--- config.mk ---
export PLATFORM = sky130hd
export DESIGN_NAME = aes_ram
export DESIGN_NICKNAME = d
export VERILOG_FILES = /design/src/sv/aes128_block_cipher_assert.svh /design/src/sv/aes_ram.sv
export SDC_FILE = /design/constraint.sdc
export NUM_CORES = 1
export LEC_CHECK = 0
export BUFFER_PORTS_ARGS = -buffer_cell sky130_fd_sc_hd__buf_4
export CORE_MARGIN = 4
export CORE_UTILIZATION = 50
export CTS_CLUSTER_DIAMETER = 40
export DETAILED_ROUTE_END_ITERATION = 10
export PLACE_DENSITY = 0.77
export SYNTH_ARGS = -nofsm -noshare
export SYNTH_HDL_FRONTEND = slang
export SYNTH_SLANG_ARGS = --single-unit
--- constraint.sdc ---
create_clock -name clk_i -period 5.1 [get_ports clk_i]
set_clock_uncertainty 0.2 [all_clocks]
set_input_delay 0.765 -clock clk_i [delete_from_list [all_inputs] [get_ports clk_i]]
set_output_delay 0.765 -clock clk_i [all_outputs]
set_load 0.005 [all_outputs]
--- src/sv/aes128_block_cipher_assert.svh ---
// Assertion macros for the AES-128 engine
`ifndef AES128_BLOCK_CIPHER_ASSERT_SVH
`define AES128_BLOCK_CIPHER_ASSERT_SVH

// implication checked every edge outside reset
`define AES_ASSERT_IMP(lbl, ante, cons) \
  lbl: assert property (@(posedge clk_i) disable iff (!rst_ni) (ante) |-> (cons)) \
    else $error("aes assertion failed");

// next-cycle implication
`define AES_ASSERT_NXT(lbl, ante, cons) \
  lbl: assert property (@(posedge clk_i) disable iff (!rst_ni) (ante) |=> (cons)) \
    else $error("aes assertion failed");

`endif

--- src/sv/aes_ram.sv ---
module aes_ram #(
  parameter int unsigned Width = 64,
  parameter int unsigned Depth = 22,
  parameter int unsigned Aw    = $clog2(Depth)
) (
  input  logic             clk_i,
  input  logic             we_i,
  input  logic [Aw-1:0]    waddr_i,
  input  logic [Width-1:0] wdata_i,
  input  logic [Aw-1:0]    raddr_i,
  output logic [Width-1:0] rdata_o
);
  logic [Width-1:0] mem_q [Depth];
  logic [Width-1:0] rdata_q;

  always_ff @(posedge clk_i) begin
    if (we_i) mem_q[waddr_i] <= wdata_i;
    rdata_q <= mem_q[raddr_i];
  end
  assign rdata_o = rdata_q;
endmodule

==> flow_summary.toml <==
[status]
status = "completed"

[timing]
rsz0062_at_grt = "false"
finalCritPeriodShare_pct = 53.63
max_freq_ghz = 0.3656
hold_slack_ns = 0.1374
finalSetupViolations = 0
fin_setup_tns_ns = 0
period_minus_slack_ns = 2.735
worst_slew_pin_slew_ns = 1.191
finalMaxSlewViolations = 0
finalHoldViolations = 0
slew_headroom_pct = 20.57

[placement]
gp_congestion = 0.7459
hpwlAfterDp_um = 64210
port_buffers = 139
placed_cell_area_um2 = 58320

[clock_tree]
htree_levels = 4
cts-root-buf = "clkbuf_16"
clk_pin_slew_ns = 0.06
hold_buffers = 0
cts_resized = 0
cts_setup_buffers = 0
clock-sinks = 1472
clock_latency_ns = 0.76
cts_buffer_depth = 3
cts_buffers = 153
tritoncts = "built"

[grt]
grt_pass1_vias = 27670
grt_max_degree = 99
grt_pass1_wl_um = 178900
grt_use_total_pct = 20.61
antenna_found_initial = 3
grt_overflow_total = 0

[layout]
layout_commonest_cell = "edfxtp_1"
final_cell_area_um2 = 63500
drive_gt1_share_pct = 19.51
fin_util_pct = 58.10
fin_nets = 3042
multiInputGateArea_um2 = 11020
layout_common_cells = "edfxtp_1 (1,408), mux2i_1 (448), a22oi_1 (192), buf_4 (181), clkbuf_16 (154)"
seqCellArea_um2 = 43560
area_growth_pct = 14.77
fillers = 7671

[min_path]
hp-class = "in -> reg"

[critical_path]
cp.depth = 7
critPathRequiredTime_ns = 5.53
critPathCaptureType = "flop"
cp_max_fo = 37
worstSetupPathType = "in -> reg"
critPathLaunch = "raddr_i[1]"
crit_arrival_ns = 3.17
crit_top_cell = "buf_4"
startpoint_type = "input port"
r2r_end = "rdata_o[22]"
rrSetupSlack_ns = 3.14
cp_slowest_stage_delay_ns = 0.66
cpMaxStageDelayCell = "buf_4"
path_cells = "buf_6 > nor4b_2 > buf_4 > buf_4 > a22oi_1 > nand4_1 > nor2_1"
cpLargestDelayFamily = "buffers and inverters"
r2r-start = "mem_q[7][22]"
path_buf_inv = 3
worst_r2r_path_depth = 4
cp-endpoint = "rdata_o[15]"

[power_and_ir_drop]
p_per_area_nw_per_um2 = 406.8
vdd_drop_max_mv = 0.3681
leakage_nw = 21.18

[yosys]
synthDistinctLibCells = 28
synth_fp_nets = 2827
synth_edf_count = 1408
synthCells = 2751
postSynthAreaPerCell_um2 = 20.11
ys_async_sr_fraction_pct = 0
synth-main-ff-cell = "edfxtp_1"
syn_area_um2 = 55330
ys_ff_latch = 1472
ys_warn_count = 0
ys_seq_area_share_pct = 78.73

[drt]
ant_nets = 0
drt_iter0_drc = 2936
num_vias = 27150
vias_per_cell = 5.934
finalWirelength_um = 120000
wl_per_cell_um = 26.23
dr.pass1.iters = 5
drc = 0

[flow_run]
maxCapViolations = 0

[die]
coreArea_um2 = 109300
start_util_pct = 50.62
chipWidth_um = 340.7
die_y_um = 340.7
die_area_um2 = 116000
io_pins = 140
rows = 121
## per-stage QoR
stage / setup WS [ns] / cells / power [W]
final: 2.365 / 4575 / 0.02583
after global routing: 2.332 / 4573 / 0.02663
after CTS: 2.418 / 4572 / 0.02599
after detailed placement: 1.663 / 4287 / 0.01490
after global placement: 1.699 / 4287 / 0.01487
after floorplan: 0.3417 / 2751 / 0.01436
## cells in the mapped netlist (all sizes together) (2+ instances only)
| master | number | area, um2 |
|---|---|---|
| nor2 | 88 | 330.3 |
| mux2i | 448 | 4484 |
| buf | 93 | 747.0 |
| dfxtp | 64 | 1281 |
| edfxtp | 1408 | 42280 |
| mux4 | 128 | 2883 |
| nand4 | 64 | 400.4 |
| nand2 | 66 | 247.7 |
| nor2b | 64 | 400.4 |
| a211oi | 64 | 480.5 |
| a22oi | 192 | 1441 |
| or3b | 2 | 17.52 |
| clkbuf | 56 | 219.0 |
| nor4b | 2 | 17.52 |
| nand3b | 4 | 30.03 |
## sequential cells by signal (all words and copies together), names as in the netlist
signal	flops
rdata_o	64
mem_q	1408
## area by class of cell
| type | instances | share of cell area, % |
|---|---|---|
| clock buffers | 197 | 6.464 |
| clock inverters | 88 | 1.687 |
| flip-flops and latches | 1472 | 68.60 |
| well taps | 1476 | 2.908 |
| multi-input cells | 1130 | 17.35 |
| repair buffers | 209 | 2.987 |
| diodes | 3 | 0.01182 |
## metal layers
metal	global-route usage (%)	vias up	part of all wire [%]
met5	0	-	0.012
met4	6.346	2	2.5
met3	4.025	195	8.3
met2	33.47	1232	49
met1	28.57	14030	40
li1	-	11690	-
## cell families (layout without fill, tap and decap cells)
family	Yosys count	after routing	synth area share [%]
buffers and inverters	149	494	1.746
other	0	3	0
flip-flops	1472	1472	78.73
AO/OA/AOI/OAI	256	256	3.473
multiplexers	576	576	13.31
AND/OR/NAND/NOR	298	298	2.738
## report_power, final
group | internal [W] | total [W] | switching [W]
Sequential | 0.0134 | 0.0135 | 0.0000955
Combinational | 0.000444 | 0.00111 | 0.000666
Clock | 0.00645 | 0.0112 | 0.00475
Total | 0.0203 | 0.0258 | 0.00551
## worst min path at each step
stage,end,slack [ns],from,cells after the start
3_5_place_dp,rdata_o[60],0.44,mem_q[16][60],4
4_1_cts,mem_q[13][53],0.09,wdata_i[53],1
2_1_floorplan,rdata_o[0],0.41,mem_q[16][0],4
5_1_grt,mem_q[11][53],0.13,wdata_i[53],1
6_report,mem_q[13][53],0.14,wdata_i[53],1
3_3_place_gp,rdata_o[21],0.43,mem_q[16][21],4
(Power assumes the default switching activity.)
